===== src/design/mcoc_ram.sv =====
// Generic single-write, single-read RAM with registered read data.
// No dependencies; used for the dimension and cost tables.
`timescale 1ns / 1ps

module mcoc_ram #(
   parameter int WIDTH = 8,
   parameter int DEPTH = 16,
   localparam int AW = $clog2(DEPTH)
) (
   input  logic             clock,
   input  logic             wr_en,
   input  logic [AW-1:0]    wr_addr,
   input  logic [WIDTH-1:0] wr_data,
   input  logic [AW-1:0]    rd_addr,
   output logic [WIDTH-1:0] rd_data
);

   logic [WIDTH-1:0] mem_ff [DEPTH];
   logic [WIDTH-1:0] rd_data_ff;

   always_ff @(posedge clock) begin
      if (wr_en) begin
         mem_ff[wr_addr] <= wr_data;
      end
      rd_data_ff <= mem_ff[rd_addr];
   end

   assign rd_data = rd_data_ff;

endmodule


===== config.mk =====
export PLATFORM = sky130hd
export DESIGN_NAME = mcoc_ram
export DESIGN_NICKNAME = d
export VERILOG_FILES = /design/src/design/mcoc_ram.sv
export SDC_FILE = /design/constraint.sdc
export NUM_CORES = 1
export LEC_CHECK = 0
export BUFFER_PORTS_ARGS = -buffer_cell sky130_fd_sc_hd__buf_2
export CORE_MARGIN = 3
export CORE_UTILIZATION = 50
export DETAILED_ROUTE_END_ITERATION = 10
export PLACE_DENSITY = 0.67
export REMOVE_ABC_BUFFERS = 1
export SLEW_MARGIN = 20
export SYNTH_ARGS = -nofsm -noshare
export SYNTH_HDL_FRONTEND = slang
export SYNTH_SLANG_ARGS = --single-unit

===== constraint.sdc =====
create_clock -name clock -period 2.6 [get_ports clock]
set_input_delay 0.78 -clock clock [delete_from_list [all_inputs] [get_ports clock]]
set_output_delay 0.78 -clock clock [all_outputs]
set_load 0.05 [all_outputs]

After elaboration in Yosys (flattened, before gate mapping)
Memories as Yosys holds them, arrays and structs flattened. A register that Yosys moved wholly into a read port is not among the register bits.
Cells that the tools add are included.

storage, ports and cells
  bits in registers = 0
  memory bits (writable) = 128
  output and inout bits = 8
  logic and storage cells = 3
  memories = 1

operators by class
  muxes and demuxes = 2

memories
  memory  words  bits a word  read ports  clocked after memory_dff  wr ports  line  text
  mem_ff  16     8            1           1                         1         18    logic [WIDTH-1:0] mem_ff [DEPTH];

operators by type and width
  kind    number
  $mux 1  2

Longest topological paths before layout
Gate-level depths: netlist of the first run.

  word-level depth = 2
  depth in mapped cells = 5
  gate-level depth less buffers = 3

Least setup slack after synthesis of the first run
OpenSTA, ideal clock, no wires.

  path type = input -> register
  from = input wr_addr[2]
  to = memory mem_ff[0][0] (enable)
  library setup time = 383 ps
  data arrival time = 1,890 ps
  data required time = 2,217 ps
  slack = 327 ps
  stages = 2
  path buffers = 0
  cell sequence = or3b_2 -> nor3_1

RTL lines
  item                line  text
  start: declaration  12    input logic [AW-1:0] wr_addr,
  end: declaration    18

No word-level cell before the write port.

Final worst setup path of the first run
  from = register rd_data_ff[6] (netlist: rd_data[6]), read port of mem_ff
  to = output rd_data[6]

RTL lines
  item                line  text
  start: declaration  19    logic [WIDTH-1:0] rd_data_ff;
  end: declaration    15    output logic [WIDTH-1:0] rd_data

No word-level cell between the ends.

==> results of run 1 <==
[worst max path at each step]
stage / from / endpoint / slack [ps]
floorplan: wr_addr[2] / mem_ff[0][0] / 330
global placement: rd_addr[1] / rd_data[7] / 320
detailed placement: rd_addr[0] / rd_data[0] / 330
CTS: rd_data[6] / rd_data[6] / 610
global route: rd_data[6] / rd_data[6] / 600
finish: rd_data[6] / rd_data[6] / 640
[layer usage]
| layer | global-route usage | wire length (um) | vias to the layer above |
|---|---|---|---|
| met2 | 0.273 | 4700 | 100 |
| met5 | 0 | 0 | - |
| met4 | 0.0830 | 147 | 0 |
| met3 | 0.0432 | 642 | 10 |
| li1 | - | - | 1097 |
| met1 | 0.275 | 4330 | 1308 |
[registers in the layout, summed over array words and instances, names as in the netlist]
| signal | cells |
|---|---|
| mem_ff | 128 |
| rd_data | 8 |
[final cells by class]
cell class	instances	area (um2)
fill	699	3730
timing repair buffer	50	325
clock buffer	17	414
sequential	136	4000
tap	133	166
clock inverter	15	214
multi-input combinational	83	1060
[layout by cell type (no fill, tap or decap), types with 2 or more instances in the layout]
cell type / instances
a22oi_1: 16
buf_2: 25
buf_4: 24
bufinv_16: 4
clkbuf_16: 16
clkinv_4: 3
clkinvlp_4: 2
dfxtp_1: 8
edfxtp_1: 128
inv_6: 6
mux4_1: 14
mux4_2: 18
nand2_1: 9
nand2b_1: 2
nand3b_1: 2
nor2_1: 13
nor3_1: 4
[power by group through the flow]
stage          combinational, mW  sequential (mW)  clock, mW
2_1_floorplan             0.0982             2.56          0
3_3_place_gp               0.276             2.51          0
3_5_place_dp               0.279             2.51          0
4_1_cts                    0.281             2.47       2.54
5_1_grt                    0.298             2.47       2.63
6_report                   0.277             2.47       2.50
[logic make-up after synthesis]
kind of cell / count (synthesis) / share of synthesized area
compound gates: 16 / 0.0233
buf+inv: 10 / 0.0168
flops: 136 / 0.778
mux: 32 / 0.150
simple gates: 35 / 0.0318
[per-stage QoR]
step                      cells  worst slack (ps)
final                       434               640
after global routing        434               600
after CTS                   434               613
after detailed placement    402               334
after global placement      402               319
after floorplan             219               327
==> metrics.txt, run 1 <==
endpoints failing setup=0; Post-Synthesis Cell Area=between 5000 and 6000 um2; Worst Path Max Fanout=1; ys flop type=edfxtp_1; TritonCTS clock tree=yes; Final Slew Violations=0; clk sinks=~140; initial core utilization=0.519; worst-path cell chain=buf_2; final core occ=0.624; Post-synth top cells=128 x edfxtp_1, 18 x mux4_2, 16 x a22oi_1; Synth Register Bits=about 140; hold endpoint=mem_ff[4][3]; Combinational Power Share=0.053; Worst setup EP type=output port; Pwr Total=between 5 and 6 mW; die height=roughly 110 um; Worst path top cell family by delay=flip-flops; HP Start=wr_data[3]; WP data arrival=between 1000 and 1500 ps; Setup Skew=slightly above 9 ps; Buffers on Ports=25; CTS root buffer=clkbuf_8; ANT nets after route=0; vias in the first global route=~2500; post-synth top area share=0.747; Layout area overhead=20.1%; Required @ worst endpoint=between 1500 and 2000 ps; Critical Path Stages=1; crit path kind=reg -> out; worst r2r src=mem_ff[9][4]; layout cells sized above 1=0.336; CP startpoint kind=flop; cell count after synthesis=~230; peak supply drop=0.450 mV; leak pwr=between 2 and 2.5 nW; placed cell areas=between 5000 and 6000 um2; Total GRT Usage=0.188; CTS Buf Count=17; initial drt markers=approximately 160; postcts setup bufs=0; total number of yosys warnings=0; Hold Slack=between 600 and 700 ps; maximum buffer depth of the clock tree=2; post-route cell area=6180 um2; status=finished, final reports clean; post-synthesis sequential area ratio=0.778; clock latency at the later pin of the worst-skew pair=slightly above 500 ps; top cells by area, synth=edfxtp_1 75%, mux4_2 7.9%, mux4_1 7.1%; final cycle utilization of the critical path=0.754; die width=between 100 and 150 um; number of enable flip-flop cells after synthesis=roughly 130; Final nets=306; post-cts resize count=0; clock power share=0.477; Worst Hold Class=in -> reg; first-pass GRT wire length=~15 mm; RSZ-0062 raised after global routing=no; Row Count=36; clock slew at reported path FFs=60 ps; Detailed Route WL=9.82 mm; reg2reg end=rd_data[4]; DRC Markers=0; initial antenna violation count=0; setup TNS=0 ps; H-tree depth=4; register share of total power=0.470; hold path cells=1; Tmin final=1960 ps; Max Clock Freq=between 0.5 and 0.6 GHz; P_sw=roughly 1.1 mW; Sw Ratio=0.212; Mean Syn Cell Area=about 22 um2; hold buffer count at cts=0; I/O pin cnt=26; Slowest-stage cell, CP=dfxtp_1; core footprint=just under 10000 um2; Final Hold Fails=0; Slew @ Worst Pin=between 400 and 500 ps; worst r2r path cells=3; post-DR vias/cell=5.79; Yosys cell types=19; total number of vias=between 2000 and 3000; CP max stage delay=between 300 and 400 ps; area leader, netlist=edfxtp_1; top-count cell post-synth=edfxtp_1; pin count of the biggest net entering global routing=33; dpl hpwl=6.20 mm; R2R Setup Slk=1200 ps; FFs w/ async S/R, synth=0; gr ovfl total=0; drt first pass iters=5; Die ar.=around 12000 um2; MaxCap Viol Count=0; antenna cells=0; internal power=around 4.1 mW; GP Congestion=0.777; drt wl/cell=between 20 and 25 um; max_slew headroom=0.677; Critical path buffers and inverters=1; PD cells=approximately 850 nW/um2
No activity file was read; power rests on OpenSTA's default activity.
==> run 2, diff against run 1 <==
--- a/config.mk
+++ b/config.mk
@@ -9,7 +9,7 @@
 export CORE_MARGIN = 3
 export CORE_UTILIZATION = 50
 export DETAILED_ROUTE_END_ITERATION = 10
-export PLACE_DENSITY = 0.67
+export PLACE_DENSITY = 0.7
 export REMOVE_ABC_BUFFERS = 1
 export SLEW_MARGIN = 20
 export SYNTH_ARGS = -nofsm -noshare
==> constraint.sdc (replaced) <==
create_clock -name clock -period 1.61 [get_ports clock]
set_input_delay 0.483 -clock clock [delete_from_list [all_inputs] [get_ports clock]]
set_output_delay 0.483 -clock clock [all_outputs]
set_load 0.05 [all_outputs]
==> run 2 against run 1 <==
Effect of this change:
- clock skew shrank 1.2 ps
- via count shrank 1.8%
- non-clock buffer count shrank 1
- combinational power grew 71%
- largest cell class unchanged
- critical path depth is the same
- clock-buffer cell count grew 2
- clock power grew 60%
- highest routed layer unchanged
- worst setup slack lost 590 ps
- die area is the same
- largest power group unchanged
- sequential power grew 62%
==> metrics.txt, run 2 (synthesis gave the netlist of run 1 again) <==
total number of vias=2470 (-1.8%); clock latency at the later pin of the worst-skew pair=510 ps (about the same); Buffers on Ports=25 (unchanged); area of the multi-input gates=1060 um2 (unchanged); layout cells sized above 1=0.330 (-0.00555); FF/Latch Area=4000 um2 (unchanged); peak supply drop=0.644 mV (+43%); die width=107 um (unchanged); vias in the first global route=2574 (+3.0%); GRT busiest layer=met2; initial antenna violation count=0 (unchanged); Reg with most FFs=mem_ff; Worst path top cell family by delay=flip-flops; Setup Skew=7.98 ps (-1.20 ps); Slew @ Worst Pin=809 ps (+324 ps); Row Count=36 (unchanged); initial drt markers=158 (+0.64%); pin count of the biggest net entering global routing=18 (-45%); ANT nets after route=0 (unchanged); postcts setup bufs=0 (unchanged); worst-path cell chain=buf_2; Die ar.=11500 um2 (unchanged); CP startpoint kind=flop; maximum buffer depth of the clock tree=2 (unchanged); Hold Slack=348 ps (-294 ps); antenna cells=0 (unchanged); endpoints failing setup=0 (unchanged); status=finished, final reports clean; max_slew headroom=0.460 (-0.217); Worst setup EP type=output port; initial core utilization=0.519 (unchanged); Max Clock Freq=~0.64 GHz; CTS Buf Count=17 (unchanged); RSZ-0062 raised after global routing=no; H-tree depth=4 (unchanged); Worst Path Max Fanout=1 (unchanged); hold buffer count at cts=0 (unchanged); die height=107 um (unchanged); leak pwr=2.14 nW (+0.42%); max FFs per register=128 (unchanged); post-route cell area=6230 um2 (+0.83%); fillers=687 (-1.7%); crit path kind=reg -> out; Tmin final=between 1500 and 2000 ps; leading cell type in the layout, fill and taps excluded=edfxtp_1; CP max stage delay=310 ps (-70 ps); Critical path buffers and inverters=1 (unchanged); clock slew at reported path FFs=60 ps (about the same); CTS root buffer=clkbuf_8; Layout area overhead=21.1%; placed cell areas=5580 um2 (+0.54%); grt met3 use=0.0528 (+0.00960); clk sinks=136 (unchanged); Worst Hold Class=in -> reg; Pwr Total=8.46 mW (+61%); core footprint=9910 um2 (unchanged); Total GRT Usage=0.187 (-0.000841); TritonCTS clock tree=yes; Final Slew Violations=0 (unchanged); Required @ worst endpoint=1130 ps (-690 ps); Final Hold Fails=0 (unchanged); WP data arrival=1080 ps (-100 ps); Final nets=305 (-0.33%); grt met1 use=0.255 (-0.0203); first-pass GRT wire length=15.1 mm (+1.0%); PD cells=1360 nW/um2 (+60%); most frequent cells in the layout=128 x edfxtp_1, 21 x buf_4, 19 x buf_2, 18 x mux4_2; drt wl/cell=22.4 um (-1.0%); post-DR vias/cell=5.70 (-1.6%); final cycle utilization of the critical path=0.970; Slowest-stage cell, CP=dfxtp_1; gr ovfl total=0 (unchanged); DRC Markers=0 (unchanged); dpl hpwl=6.11 mm (-1.4%); Detailed Route WL=9.69 mm (-1.3%); GP Congestion=0.697 (-10%); MaxCap Viol Count=0 (unchanged); I/O pin cnt=26 (unchanged); drt first pass iters=4 (-1); M2 GR Usage=0.285 (+0.0121)
run 2: changes by cell type in the layout (fill, tap and decap cells not counted):
cell        before  now
clkinv_2         0    1
buf_4           24   21
buf_12           1    4
buf_2           25   19
clkinvlp_4       2    3
clkbuf_8         1    2
clkbuf_1         0    1
buf_6            0    3
inv_6            6    3
clkinv_4         3    2
clkbuf_4         0    2
run 2: final cells by class:
cell class,instances,area share
Sequential cell,136,0.642
Multi-Input combinational cell,83,0.170
Clock inverter,13,0.0307
Tap cell,133,0.0267
Clock buffer,19,0.0693
Timing Repair Buffer,49,0.0612
run 2: worst paths after layout:
kind,startpoint,end,slack (ps),cells past startpoint
worst min-delay path,wr_data[6],mem_ff[2][6],350,1
worst max-delay path,rd_data[4],rd_data[4],50,1
worst max register to register,mem_ff[0][6],rd_data[6],250,3
worst min register to register,mem_ff[15][3],rd_data[3],680,3
run 2: repair_timing:
action / 4_1_cts / 5_1_grt
resized for setup: 5 / 4
pin swaps: 0 / 0
endpoints found under the setup margin: 4 / 4
run 2: power by group:
part | leakage [nW] | switching (mW) | internal [mW]
Sequential | 1.22 | 0.0272 | 3.96
Combinational | 0.621 | 0.284 | 0.189
Clock | 0.295 | 1.43 | 2.57
Total | 2.14 | 1.74 | 6.72
run 2: per-layer routing:
| metal | wire [um] | up-vias |
|---|---|---|
| li1 | - | 1094 |
| met1 | 4180 | 1278 |
| met2 | 4730 | 90 |
| met3 | 663 | 8 |
| met4 | 117 | 0 |
| met5 | 0 | - |
run 2: metrics by stage:
step / cells / setup slack [ps] / utilization / TNS [ps]
2_1_floorplan: 219 / -366 / - / -6980
3_3_place_gp: 401 / -252 / 0.563 / -5860
3_5_place_dp: 401 / -262 / 0.563 / -6720
4_1_cts: 433 / 7.09 / 0.628 / 0
5_1_grt: 433 / 7.26 / 0.629 / 0
6_report: 433 / 48.9 / 0.629 / 0
